## src/design/adcws_pkg.sv

```systemverilog
// ============================================================================
// adcws_pkg
// Shared types and constants for the readout word stream decoder.
// ============================================================================
package adcws_pkg;

    // Number of slots, channels and kept samples per window that are accepted.
    localparam int unsigned SLOT_COUNT    = 32;
    localparam int unsigned CHANNEL_COUNT = 16;
    localparam int unsigned SAMPLE_LIMIT  = 256;

    localparam int unsigned WORD_W   = 32;
    localparam int unsigned SLOT_W   = 5;
    localparam int unsigned CHAN_W   = 4;
    localparam int unsigned VALUE_W  = 48;
    localparam int unsigned SAMPLE_W = 13;
    localparam int unsigned COUNT_W  = 12;
    localparam int unsigned MASK_W   = 16;
    localparam int unsigned SEEN_W   = 6;
    localparam int unsigned TIME_W   = 24;
    localparam int unsigned TRIG_W   = 22;

    localparam logic [SEEN_W-1:0] SLOTS_SEEN_MAX = '1;

    // Word type tags in bits 31:27.
    localparam logic [4:0] TAG_BLOCK_HEADER  = 5'h10;
    localparam logic [4:0] TAG_BLOCK_TRAILER = 5'h11;
    localparam logic [4:0] TAG_EVENT_HEADER  = 5'h12;
    localparam logic [4:0] TAG_TRIGGER_TIME  = 5'h13;
    localparam logic [4:0] TAG_WINDOW_HEADER = 5'h14;

    typedef enum logic [2:0] {
        KIND_IGNORED       = 3'd0,
        KIND_SLOT_OPENED   = 3'd1,
        KIND_SLOT_REJECTED = 3'd2,
        KIND_SLOT_CLOSED   = 3'd3,
        KIND_TRIGGER       = 3'd4,
        KIND_TIMESTAMP     = 3'd5,
        KIND_SAMPLES       = 3'd6,
        KIND_WINDOW_START  = 3'd7
    } t_kind;

    typedef struct packed {
        logic                slot_open;
        logic [SLOT_W-1:0]   current_slot;
        logic [SEEN_W-1:0]   slot_counter;
        logic                time_pending;
        logic [TIME_W-1:0]   time_base;
        logic [COUNT_W-1:0]  words_left;
        logic [COUNT_W-1:0]  kept;
        logic [COUNT_W-1:0]  limit;
        logic [CHAN_W-1:0]   win_chan;
        logic [MASK_W-1:0]   done_mask;
    } t_state;

    typedef struct packed {
        t_kind               kind;
        logic [SLOT_W-1:0]   slot;
        logic [CHAN_W-1:0]   channel;
        logic [VALUE_W-1:0]  value;
        logic [SAMPLE_W-1:0] sample_first;
        logic [SAMPLE_W-1:0] sample_second;
        logic                keep_first;
        logic                keep_second;
        logic [COUNT_W-1:0]  sample_count;
        logic                window_done;
        logic [MASK_W-1:0]   done_channels;
        logic [SEEN_W-1:0]   slots_seen;
    } t_result;

endpackage

```

## src/design/adcws_in_stage.sv

```systemverilog
// ============================================================================
// adcws_in_stage
// Input register that holds one readout word until the decoder takes it.
// ============================================================================
module adcws_in_stage (
    input  logic                          i_clk,
    input  logic                          i_rst_n,
    input  logic                          i_valid,
    input  logic [adcws_pkg::WORD_W-1:0]  i_word,
    input  logic                          i_eob,
    input  logic                          i_take,
    output logic                          o_stall,
    output logic                          o_valid,
    output logic [adcws_pkg::WORD_W-1:0]  o_word,
    output logic                          o_eob
);

    logic                         r_valid;
    logic                         n_valid;
    logic [adcws_pkg::WORD_W-1:0] r_word;
    logic                         r_eob;
    logic                         accept;

    // The register can load when it is empty or drains in this cycle.
    assign o_stall = r_valid && !i_take;
    assign accept  = i_valid && !o_stall;
    assign n_valid = accept ? 1'b1 : (r_valid && !i_take);

    always_ff @(posedge i_clk) begin
        if (!i_rst_n) begin
            r_valid <= 1'b0;
        end else begin
            r_valid <= n_valid;
        end
    end

    always_ff @(posedge i_clk) begin
        if (accept) begin
            r_word <= i_word;
            r_eob  <= i_eob;
        end
    end

    assign o_valid = r_valid;
    assign o_word  = r_word;
    assign o_eob   = r_eob;

endmodule

```

## src/design/adcws_decode.sv

```systemverilog
// ============================================================================
// adcws_decode
// Decodes one readout word against the parse state: result and next state.
// ============================================================================
module adcws_decode #(
    parameter int unsigned SLOT_COUNT    = adcws_pkg::SLOT_COUNT,
    parameter int unsigned CHANNEL_COUNT = adcws_pkg::CHANNEL_COUNT,
    parameter int unsigned SAMPLE_LIMIT  = adcws_pkg::SAMPLE_LIMIT
) (
    input  logic [adcws_pkg::WORD_W-1:0] i_word,
    input  logic                         i_eob,
    input  adcws_pkg::t_state            i_state,
    output adcws_pkg::t_state            o_next,
    output adcws_pkg::t_result           o_result
);

    always_comb begin
        adcws_pkg::t_state                   nxt;
        adcws_pkg::t_result                  res;
        logic                                handled;
        logic                                rejected;
        logic [adcws_pkg::SLOT_W-1:0]        rej_slot;
        logic [4:0]                          tag;
        logic [adcws_pkg::SLOT_W-1:0]        slot_id;
        logic [adcws_pkg::CHAN_W-1:0]        chan_id;
        logic [adcws_pkg::COUNT_W-1:0]       width;
        logic [adcws_pkg::COUNT_W-1:0]       kept_one;
        logic [adcws_pkg::COUNT_W-1:0]       kept_two;

        nxt      = i_state;
        res      = '0;
        handled  = 1'b0;
        rejected = 1'b0;
        tag      = i_word[31:27];
        slot_id  = i_word[26:22];
        chan_id  = i_word[26:23];
        width    = i_word[11:0];
        rej_slot = slot_id;
        kept_one = '0;
        kept_two = '0;

        if (i_state.words_left != '0) begin
            // Inside a window every word is a sample pair, whatever its tag.
            res.kind          = adcws_pkg::KIND_SAMPLES;
            res.sample_first  = i_word[28:16];
            res.sample_second = i_word[12:0];
            res.keep_first    = i_state.kept < i_state.limit;
            kept_one          = i_state.kept + adcws_pkg::COUNT_W'(res.keep_first);
            res.keep_second   = kept_one < i_state.limit;
            kept_two          = kept_one + adcws_pkg::COUNT_W'(res.keep_second);
            nxt.kept          = kept_two;
            nxt.words_left    = i_state.words_left - 1'b1;
            res.channel       = i_state.win_chan;
            res.sample_count  = kept_two;
            if (nxt.words_left == '0 || i_eob) begin
                res.window_done = 1'b1;
                nxt.done_mask   = i_state.done_mask
                                | (adcws_pkg::MASK_W'(1) << i_state.win_chan);
            end
            handled = 1'b1;
        end else if (i_state.time_pending) begin
            nxt.time_pending = 1'b0;
            if (!i_word[31]) begin
                res.kind  = adcws_pkg::KIND_TIMESTAMP;
                res.value = {i_word[23:0], i_state.time_base};
                handled   = 1'b1;
            end
        end

        if (!handled) begin
            case (tag)
                adcws_pkg::TAG_BLOCK_HEADER: begin
                    if ({1'b0, slot_id} >= (adcws_pkg::SLOT_W + 1)'(SLOT_COUNT)) begin
                        nxt.slot_open = 1'b0;
                        res.kind      = adcws_pkg::KIND_SLOT_REJECTED;
                        rejected      = 1'b1;
                    end else begin
                        nxt.slot_open    = 1'b1;
                        nxt.current_slot = slot_id;
                        if (i_state.slot_counter != adcws_pkg::SLOTS_SEEN_MAX) begin
                            nxt.slot_counter = i_state.slot_counter + 1'b1;
                        end
                        nxt.done_mask = '0;
                        res.kind      = adcws_pkg::KIND_SLOT_OPENED;
                    end
                end
                adcws_pkg::TAG_BLOCK_TRAILER: begin
                    nxt.slot_open = 1'b0;
                    res.kind      = adcws_pkg::KIND_SLOT_CLOSED;
                end
                adcws_pkg::TAG_EVENT_HEADER: begin
                    if (i_state.slot_open) begin
                        res.kind  = adcws_pkg::KIND_TRIGGER;
                        res.value = adcws_pkg::VALUE_W'(i_word[adcws_pkg::TRIG_W-1:0]);
                    end
                end
                adcws_pkg::TAG_TRIGGER_TIME: begin
                    if (i_state.slot_open) begin
                        res.kind         = adcws_pkg::KIND_TIMESTAMP;
                        nxt.time_base    = i_word[adcws_pkg::TIME_W-1:0];
                        res.value        = adcws_pkg::VALUE_W'(i_word[adcws_pkg::TIME_W-1:0]);
                        nxt.time_pending = 1'b1;
                    end
                end
                adcws_pkg::TAG_WINDOW_HEADER: begin
                    if (i_state.slot_open &&
                        ({1'b0, chan_id} < (adcws_pkg::CHAN_W + 1)'(CHANNEL_COUNT))) begin
                        nxt.words_left = adcws_pkg::COUNT_W'(
                            ({1'b0, width} + (adcws_pkg::COUNT_W + 1)'(1)) >> 1);
                        nxt.limit = (width < adcws_pkg::COUNT_W'(SAMPLE_LIMIT))
                                  ? width : adcws_pkg::COUNT_W'(SAMPLE_LIMIT);
                        nxt.kept     = '0;
                        nxt.win_chan = chan_id;
                        res.kind     = adcws_pkg::KIND_WINDOW_START;
                        res.channel  = chan_id;
                        if (width == '0 || i_eob) begin
                            res.window_done = 1'b1;
                            nxt.done_mask   = i_state.done_mask
                                            | (adcws_pkg::MASK_W'(1) << chan_id);
                        end
                    end
                end
                default: begin
                    res.kind = adcws_pkg::KIND_IGNORED;
                end
            endcase
        end

        res.slot          = rejected ? rej_slot : nxt.current_slot;
        res.done_channels = nxt.done_mask;
        res.slots_seen    = nxt.slot_counter;

        // The buffer end returns the parse state to its reset values.
        if (i_eob) begin
            nxt = '0;
        end

        o_next   = nxt;
        o_result = res;
    end

endmodule

```

## src/design/adcws_out_stage.sv

```systemverilog
// ============================================================================
// adcws_out_stage
// Result register that holds one decoded word until the receiver takes it.
// ============================================================================
module adcws_out_stage (
    input  logic                i_clk,
    input  logic                i_rst_n,
    input  logic                i_load,
    input  adcws_pkg::t_result  i_result,
    input  logic                i_stall,
    output logic                o_ready,
    output logic                o_valid,
    output adcws_pkg::t_result  o_result
);

    logic               r_valid;
    logic               n_valid;
    adcws_pkg::t_result r_result;

    // A new result may enter when the register is empty or is taken now.
    assign o_ready = !r_valid || !i_stall;
    assign n_valid = i_load || (r_valid && i_stall);

    always_ff @(posedge i_clk) begin
        if (!i_rst_n) begin
            r_valid <= 1'b0;
        end else begin
            r_valid <= n_valid;
        end
    end

    always_ff @(posedge i_clk) begin
        if (i_load) begin
            r_result <= i_result;
        end
    end

    assign o_valid  = r_valid;
    assign o_result = r_result;

endmodule

```

## src/design/adc_block_word_stream_decoder_unit.sv

```systemverilog
// ============================================================================
// adc_block_word_stream_decoder_unit
// Decoder for a block-structured digitizer readout word stream.
// ============================================================================
// Usage:
// Words enter on the input channel (i_valid, o_stall, i_word, i_end_of_buffer)
// and one result word per input word leaves on the output channel (o_valid,
// i_stall, o_kind and the other result fields). A word is taken at a rising
// edge where its valid is high and its stall is low.
// The block has two register stages. An accepted word sits in the input
// register until the output register has room; the decode then runs in a
// single pass of logic and its result is written to the output register
// together with the parse state update. The result is then valid and is
// taken at an edge where i_stall is low. One word per cycle is sustained
// while the receiver does not stall; every word reads and updates the
// single state register.
// When the receiver stalls, the output register holds its result and the
// input register can still take one more word; the input channel stalls
// only while both registers are full.
// Reset clears both valid flags and all parse state (no slot open, no
// window, counters at zero). A word flagged as end of buffer returns the
// parse state to those same values once it has been decoded.
// ============================================================================
module adc_block_word_stream_decoder_unit #(
    parameter int unsigned SLOT_COUNT    = adcws_pkg::SLOT_COUNT,
    parameter int unsigned CHANNEL_COUNT = adcws_pkg::CHANNEL_COUNT,
    parameter int unsigned SAMPLE_LIMIT  = adcws_pkg::SAMPLE_LIMIT
) (
    input  logic                            i_clk,
    input  logic                            i_rst_n,

    input  logic                            i_valid,
    output logic                            o_stall,
    input  logic [adcws_pkg::WORD_W-1:0]    i_word,
    input  logic                            i_end_of_buffer,

    output logic                            o_valid,
    input  logic                            i_stall,
    output logic [2:0]                      o_kind,
    output logic [adcws_pkg::SLOT_W-1:0]    o_slot,
    output logic [adcws_pkg::CHAN_W-1:0]    o_channel,
    output logic [adcws_pkg::VALUE_W-1:0]   o_value,
    output logic [adcws_pkg::SAMPLE_W-1:0]  o_sample_first,
    output logic [adcws_pkg::SAMPLE_W-1:0]  o_sample_second,
    output logic                            o_keep_first,
    output logic                            o_keep_second,
    output logic [adcws_pkg::COUNT_W-1:0]   o_sample_count,
    output logic                            o_window_done,
    output logic [adcws_pkg::MASK_W-1:0]    o_done_channels,
    output logic [adcws_pkg::SEEN_W-1:0]    o_slots_seen
);

    // Input register outputs.
    logic                         in_valid;
    logic [adcws_pkg::WORD_W-1:0] in_word;
    logic                         in_eob;

    // Handshake between the two stages: a word moves on when the input
    // register holds one and the output register has room for its result.
    logic                         out_ready;
    logic                         advance;

    // Parse state, updated only when a word is decoded.
    adcws_pkg::t_state            r_state;
    adcws_pkg::t_state            n_state;
    adcws_pkg::t_result           dec_result;
    adcws_pkg::t_result           out_result;

    assign advance = in_valid && out_ready;

    adcws_in_stage u_in_stage (
        .i_clk   (i_clk),
        .i_rst_n (i_rst_n),
        .i_valid (i_valid),
        .i_word  (i_word),
        .i_eob   (i_end_of_buffer),
        .i_take  (advance),
        .o_stall (o_stall),
        .o_valid (in_valid),
        .o_word  (in_word),
        .o_eob   (in_eob)
    );

    adcws_decode #(
        .SLOT_COUNT    (SLOT_COUNT),
        .CHANNEL_COUNT (CHANNEL_COUNT),
        .SAMPLE_LIMIT  (SAMPLE_LIMIT)
    ) u_decode (
        .i_word   (in_word),
        .i_eob    (in_eob),
        .i_state  (r_state),
        .o_next   (n_state),
        .o_result (dec_result)
    );

    // The state register moves in step with the result register so that the
    // next word always sees the state left by the word ahead of it.
    always_ff @(posedge i_clk) begin
        if (!i_rst_n) begin
            r_state <= '0;
        end else if (advance) begin
            r_state <= n_state;
        end
    end

    adcws_out_stage u_out_stage (
        .i_clk    (i_clk),
        .i_rst_n  (i_rst_n),
        .i_load   (advance),
        .i_result (dec_result),
        .i_stall  (i_stall),
        .o_ready  (out_ready),
        .o_valid  (o_valid),
        .o_result (out_result)
    );

    assign o_kind          = out_result.kind;
    assign o_slot          = out_result.slot;
    assign o_channel       = out_result.channel;
    assign o_value         = out_result.value;
    assign o_sample_first  = out_result.sample_first;
    assign o_sample_second = out_result.sample_second;
    assign o_keep_first    = out_result.keep_first;
    assign o_keep_second   = out_result.keep_second;
    assign o_sample_count  = out_result.sample_count;
    assign o_window_done   = out_result.window_done;
    assign o_done_channels = out_result.done_channels;
    assign o_slots_seen    = out_result.slots_seen;

    // The kept sample count never runs past the window's sample limit.
    a_kept_within_limit : assert property (@(posedge i_clk) disable iff (!i_rst_n)
        r_state.kept <= r_state.limit)
        else $error("kept sample count exceeds the window limit");

    // The second sample of a pair is kept only when the first one is.
    a_keep_order : assert property (@(posedge i_clk) disable iff (!i_rst_n)
        o_valid && o_keep_second |-> o_keep_first)
        else $error("second sample kept without the first");

    // Keep flags appear on sample results only.
    a_keep_only_samples : assert property (@(posedge i_clk) disable iff (!i_rst_n)
        o_valid && (o_kind != adcws_pkg::KIND_SAMPLES) |-> !o_keep_first && !o_keep_second)
        else $error("keep flag set on a result that carries no samples");

    // Decoding an end-of-buffer word leaves the parse state at its reset value.
    a_eob_clears_state : assert property (@(posedge i_clk) disable iff (!i_rst_n)
        advance && in_eob |=> r_state == '0)
        else $error("parse state not cleared after the buffer end");

endmodule
```

## config.mk

```make
export PLATFORM = sky130hd
export DESIGN_NAME = adc_block_word_stream_decoder_unit
export DESIGN_NICKNAME = d
export VERILOG_FILES = /design/src/design/adcws_pkg.sv /design/src/design/adcws_in_stage.sv /design/src/design/adcws_decode.sv /design/src/design/adcws_out_stage.sv /design/src/design/adc_block_word_stream_decoder_unit.sv
export SDC_FILE = /design/constraint.sdc
export NUM_CORES = 1
export LEC_CHECK = 0
export BUFFER_PORTS_ARGS = -buffer_cell sky130_fd_sc_hd__buf_2
export CAP_MARGIN = 20
export CORE_MARGIN = 5
export CORE_UTILIZATION = 50
export CTS_CLUSTER_SIZE = 16
export DETAILED_ROUTE_END_ITERATION = 8
export GPL_ROUTABILITY_DRIVEN = 1
export GPL_TIMING_DRIVEN = 0
export PLACE_DENSITY = 0.71
export RECOVER_POWER = 25
export SYNTH_ARGS = -nofsm -noshare
export SYNTH_HDL_FRONTEND = slang
export SYNTH_SLANG_ARGS = --single-unit
```

## constraint.sdc

```tcl
create_clock -name i_clk -period 7.65 [get_ports i_clk]
set_clock_uncertainty 0.1 [all_clocks]
set_input_delay 1.1475 -clock i_clk [delete_from_list [all_inputs] [get_ports i_clk]]
set_output_delay 1.1475 -clock i_clk [all_outputs]
set_load 0.03 [all_outputs]
```

## After elaboration in Yosys (flattened, before gate mapping)

Cells that the tools add are included.

- Equal/unequal tests: 7
- Mux-type cells: 44
- Reductions and logical operators: 22
- $lt $le $gt $ge: 3
- Shifts and indexed selects: 2
- Add/sub/neg operators: 5
- Bitwise logic cells: 2

Operators by type and width:

| kind | count |
|---|---|
| $mux 48 | 5 |
| $mux 93 | 2 |
| $pmux 48 s2 | 1 |
| $mux 56 | 1 |
| $mux 52 | 1 |
| $mux 25 | 2 |
| $mux 16 | 3 |
| $mux 40 | 1 |
| $or 16x16->16 | 2 |
| $pmux 16 s2 | 1 |
| $shl 1x4->16 const A | 2 |
| $eq 5x5->1 const B | 5 |
| $add 12x1->12 | 2 |
| $logic_not 12->1 | 2 |
| $lt 12x12->1 | 2 |
| $mux 24 | 1 |
| $mux 3 | 7 |
| $pmux 3 s5 | 1 |
| $add 12x1->13 const B | 1 |
| $lt 12x9->1 const B | 1 |
| $mux 12 | 1 |
| $mux 4 | 3 |
| $reduce_bool 12->1 | 1 |
| $sub 12x1->12 const B | 1 |
| other kinds (14) | 36 |

- Logic and storage cells: 111
- Register bits after elaboration: 251
- Bits of input ports: 37

## Logic depth before layout (Yosys ltp)

- Depth in word-level cells: 10
- Depth in mapped cells: 27

## Hierarchy

Synthesis repeated with hierarchy kept, for this count alone.

- Cell total of the unflattened synthesis: 1372
- Area total of the unflattened synthesis: 13259.0 um^2

By module, submodules not included:

| module | instances | area an instance (um^2) | seq. area each (um^2) | cells each |
|---|---|---|---|---|
| adcws_decode | 1 | 4610.7 | 0.0 | 784 |
| adc_block_word_stream_decoder_unit | 1 | 3881.2 | 1861.8 | 424 |
| adcws_out_stage | 1 | 3728.6 | 3713.6 | 127 |
| adcws_in_stage | 1 | 1038.5 | 1011.0 | 37 |

## Least setup slack after synthesis

OpenSTA, ideal clock, no wires.

- Kind: input -> register
- Start: input i_stall
- End: register r_state[82] (netlist name)
- Arrival time: 6.139 ns
- Required time: 7.427 ns
- Stages on the path: 7
- Path buffers: 2
- Setup slack: 1.288 ns
- Cells stage by stage: a21bo_2 > clkbuf_1 > inv_1 > clkbuf_1 > o21ai_0 > a32oi_1 > nor2b_1

- Word-level cells in the longest chain between the ends: 3

Ends and longest elaborated chain:

| what | line | source |
|---|---|---|
| start, declared | adc_block_word_stream_decoder_unit.sv:38 | `input logic i_stall,` |
| $logic_not 1->1 | adcws_out_stage.sv:21 | `assign o_ready = !r_valid \|\| !i_stall;` |
| $logic_or 1x1->1 | adcws_out_stage.sv:21 |  |
| $logic_and 1x1->1 | adc_block_word_stream_decoder_unit.sv:69 | `assign advance = in_valid && out_ready;` |
| via advance | adc_block_word_stream_decoder_unit.sv:61 | `logic advance;` |
| end signal, assigned | adc_block_word_stream_decoder_unit.sv:102 | `r_state <= n_state;` |
| end, declared | adc_block_word_stream_decoder_unit.sv:64 | `adcws_pkg::t_state r_state;` |

The timed path passes the listed nets, and every way through them passes these cells.
A chain may end at the register's enable or synchronous reset.

## Worst setup path in the final report

- Start: register r_state[33] (netlist name)
- End: register u_out_stage.r_result, in the netlist u_out_stage.o_result[34], data pin

- Word-level cells in the longest chain between the ends: 4

Ends and longest elaborated chain:

| what | line | source |
|---|---|---|
| $lt 12x12->1 | adcws_decode.sv:47 | `res.keep_first = i_state.kept < i_state.limit;` |
| $add 12x1->12 (*) | adcws_decode.sv:48 | `kept_one = i_state.kept + adcws_pkg::COUNT_W'(res.keep_first);` |
| $lt 12x12->1 | adcws_decode.sv:49 | `res.keep_second = kept_one < i_state.limit;` |
| $add 12x1->12 (*) | adcws_decode.sv:50 | `kept_two = kept_one + adcws_pkg::COUNT_W'(res.keep_second);` |
| end signal, assigned | adcws_out_stage.sv:34 | `r_result <= i_result;` |
| end, declared | adcws_out_stage.sv:18 | `adcws_pkg::t_result r_result;` |

Every way passes the cells marked *; elsewhere a longest branch is shown, timed or not.

==> results list <==
* Required time of the critical path: 7.82 ns
- In this run the number of H-tree levels came out at 1.
* Number of remaining DRC errors: 0
- Resized cells post-CTS: 0
* Number of post-CTS setup repair buffers: 0
- The worst hold path passes through 2 cells.
- Yosys mapped a number of flops with a built-in enable equal to 156.
* Root cell of the clock tree: clkbuf_16
- Largest net degree at the start of global routing: 58
- The flow ran to the end, but the final reports show violations.
- Final net count: 1,319
* Post-DP HPWL: 21,500 um
- Max-cap violations in this run came to 1.
* Kind of launch point of the worst setup path: flop
* Final period demand of the worst path: 5.97 ns
* Global-route wire length before repair: 47,800 um
- The top cell type by area accounts for 40.7% of the synthesized area.
* Unrepaired setup endpoints after global routing: no
- Count of endpoints failing setup in the final report: 0
* Post-Synthesis Cell Area: 11,500 sq um
- For flop-to-flop paths, the worst setup slack is 1.68 ns.
* Proportion of layout cells with a drive suffix above 1: 12.7%
- The via count of the first global-routing pass came to 8,647.
- The worst register-to-register path ends at u_out_stage.o_result[34].
- Dividing the detail-routed wire length by the instance count gives 19.4 um.
* Horiz. Die Dim: 162 um
- Initial antenna violation count: 1
- In the routed layout, each cell is associated on average with a via count of 5.69.
* Setup slack after layout: 1.68 ns
- Library cell occupying the most area in the post-synthesis netlist: edfxtp_1
- Final hold vios: 0
- Cell count after synthesis: 1,058
- Boundary Pins: 162
- In the final layout, flip-flops and latches occupy 6590 sq um.
- Synthesis produced a netlist with a net count of 1,126.
* Post-placement worst setup slack: 1.75 ns
- Placer Congestion: 0.934
- Across the VDD grid, the largest voltage drop is 0.000297 V.
- Dominant register cell in the synthesized netlist: edfxtp_1
- At the worst endpoint, the arrival time is 6.14 ns.
* CTS tree: done
- Post-CTS Hold Fix Bufs: 0
* Main area contributors after synthesis: edfxtp_1 41%, dfxtp_1 17%, a22oi_1 3.9%, ha_1 3.4%, nor2b_1 3.4%
- Area of the core: 22,600 sq um
- Number of buffers created by CTS: 26
* Wire length after detailed routing: 30,100 um
- Hold Crit Start: r_state[10]
* Lkg Pwr: 4.93 nW
- Gr ovfl total: 0
- For hold timing, the worst endpoint is r_state[10].
* Synthesized area divided by synthesized cell count: 10.9 sq um
- Initial cell density of the core: 50.8%
- The worst register-to-register path has a depth of 23.
- The floorplan has 55 rows.
* Most frequent cell after synthesis: edfxtp_1
* Share of the clock period used by the worst path: 78.0%
- The layout has 1,952 filler cells.
* Synth Warn #: 0
* Final slew viol count: 29
* Longest Clk Path Bufs: 3
- For this block, the initial DRC count from the detailed router was 743.
* DRT Pass-1 Iters: 5
- Die Footprint: 26,100 sq um
- In this run, distinct cell masters in the synthesized netlist total 67.
- Sequential cells were found to cover 57.3% of the synthesized design area.
- Post-synth ARST share: 0%
- Multi-input gate area: 4470 sq um
- Post-DRT Antenna Nets: 0
* Hold Path Class: reg2reg
- The worst setup path is captured at a flop.
- The setup path with the least slack is of type reg2reg.
- Peak Freq: 0.168 GHz
- By count the netlist is led by 156 x edfxtp_1, 95 x dfxtp_1, 76 x nand2_1.
* Worst-path clk slew: 0.06 ns
- Number of storage elements in the synthesis netlist: 251
- For the pin with the worst max-slew slack, the measured transition is 1.73 ns.
- Share of the core filled with cells in the final layout: 59.4%
- The checks that failed: capacitance limit, slew limit.
- Of all nets on the critical path, the largest fanout is 6.
* Global-route usage over all layers: 22.7%
- Number of clock sinks seen by CTS: 251
* FF-to-FF Start: r_state[33]
* Max_slew headroom: -15.1%
* Via total after detailed routing: 8,859
* Number of port buffers: 161
- Vertical die dimension: 162 um
- At the later pin of the worst-skew pair, clock insertion delay measures 0.53 ns.
* P per Cell Area: 352 nW/um^2
- Relative to the synthesized area, the layout overhead comes to 17.0%.
[where the power goes]
| group | internal (mW) | switching (mW) | leakage [nW] |
|---|---|---|---|
| registers | 1.64 | 0.0629 | 2.27 |
| logic | 0.459 | 1.36 | 2.26 |
| clock network | 0.691 | 0.513 | 0.398 |
| total | 2.79 | 1.94 | 4.93 |
[cells by family after synthesis]
| kind of cell | after synthesis | share of synthesized area, % |
|---|---|---|
| flops | 251 | 57.3 |
| buf+inv | 108 | 3.79 |
| xor+xnor | 36 | 2.74 |
| fa+ha+maj | 31 | 3.37 |
| compound gates | 237 | 14.1 |
| simple gates | 391 | 18.4 |
| mux | 4 | 0.381 |
[cells in the final DEF, fill, tap and decap left out, types with 6 or more instances in the layout]
cell type | netlist | routed
clkinv_2 | 0 | 7
buf_2 | 8 | 100
ha_1 | 31 | 31
clkbuf_16 | 0 | 27
and3_1 | 35 | 35
a21oi_1 | 37 | 37
nand2_1 | 76 | 76
o21a_1 | 7 | 7
dfxtp_1 | 95 | 95
and2_1 | 43 | 43
a31oi_1 | 7 | 7
nor2_1 | 59 | 59
nand3_1 | 34 | 34
o21ai_0 | 46 | 46
clkbuf_1 | 68 | 145
xnor2_1 | 19 | 19
a22oi_1 | 59 | 59
o31ai_1 | 6 | 6
o22ai_1 | 15 | 15
o41ai_1 | 6 | 6
nor3_1 | 17 | 17
edfxtp_1 | 156 | 156
nand4_1 | 15 | 15
xor2_1 | 17 | 17
nand2b_1 | 8 | 8
a22o_1 | 23 | 23
or3_1 | 7 | 7
nor4_1 | 7 | 7
nor2b_1 | 62 | 62
inv_1 | 26 | 26
[cell type report]
type | instances | share of cell area (%)
repair buffers | 165 | 5.79
clock buffers | 36 | 5.35
multi-input cells | 699 | 33.3
clock inverters | 12 | 0.661
flip-flops and latches | 251 | 49.0
plain buffers | 82 | 2.54
well taps | 285 | 2.65
diodes | 1 | 0.0186
inverters | 26 | 0.726
[state kept, by name (all words and copies together), names as in the netlist]
| signal | cells |
|---|---|
| u_in_stage.o_word | 32 |
| r_state | 93 |
| u_out_stage.o_result | 123 |
| u_in_stage.o_valid | 1 |
| u_out_stage.o_valid | 1 |
| u_in_stage.o_eob | 1 |
[critical path, stage by stage (launching register included)]
cell and delay [ns]:
dfxtp_1 0.42, ha_1 0.27, a21o_1 0.16, a21o_1 0.17, a21oi_1 0.14, o21ai_0 0.11
a21oi_1 0.24, ha_1 0.25, ha_1 0.28, nand3_1 0.18, nor2_1 0.29, nand4_1 0.15
xor2_1 0.29, inv_1 0.10, ha_1 0.30, a21oi_1 0.13, o21ai_0 0.15, o41ai_1 0.53
ha_1 0.31, nand4_1 0.11, o31a_1 0.34, nor4b_1 0.36, xnor2_1 0.13, and2_1 0.18
[layer usage]
layer,part of all wire [%],GRT usage [%],vias to the layer above
met5,0,0,-
met4,2.1,5.46,0
met3,6.7,3.52,37
met2,47,37.7,319
met1,44,31.6,4239
li1,-,-,4264
[metrics by stage]
step / area, sq um / power (mW) / TNS [ns] / hold WS, ns / std cells
floorplan: 11500 / 2.87 / 0 / 0.331 / 1058
global placement: 12700 / 3.54 / -12.59 / 0.342 / 1504
detailed placement: 12700 / 3.56 / 0 / 0.353 / 1508
CTS: 13600 / 4.77 / 0 / 0.367 / 1556
global route: 13400 / 4.99 / 0 / 0.391 / 1557
finish: 13400 / 4.73 / 0 / 0.369 / 1557
[worst max path at each step]
| stage | cells past startpoint | slack [ns] | from | to |
|---|---|---|---|---|
| global placement | 8 | -1.00 | i_stall | r_state[82] |
| detailed placement | 23 | 1.75 | r_state[33] | u_out_stage.o_result[34] |
| global route | 24 | 1.17 | r_state[33] | u_out_stage.o_result[31] |
| CTS | 23 | 1.67 | r_state[33] | u_out_stage.o_result[34] |
| finish | 23 | 1.68 | r_state[33] | u_out_stage.o_result[34] |
| floorplan | 7 | 1.29 | i_stall | r_state[82] |
(Power assumes the default switching activity.)
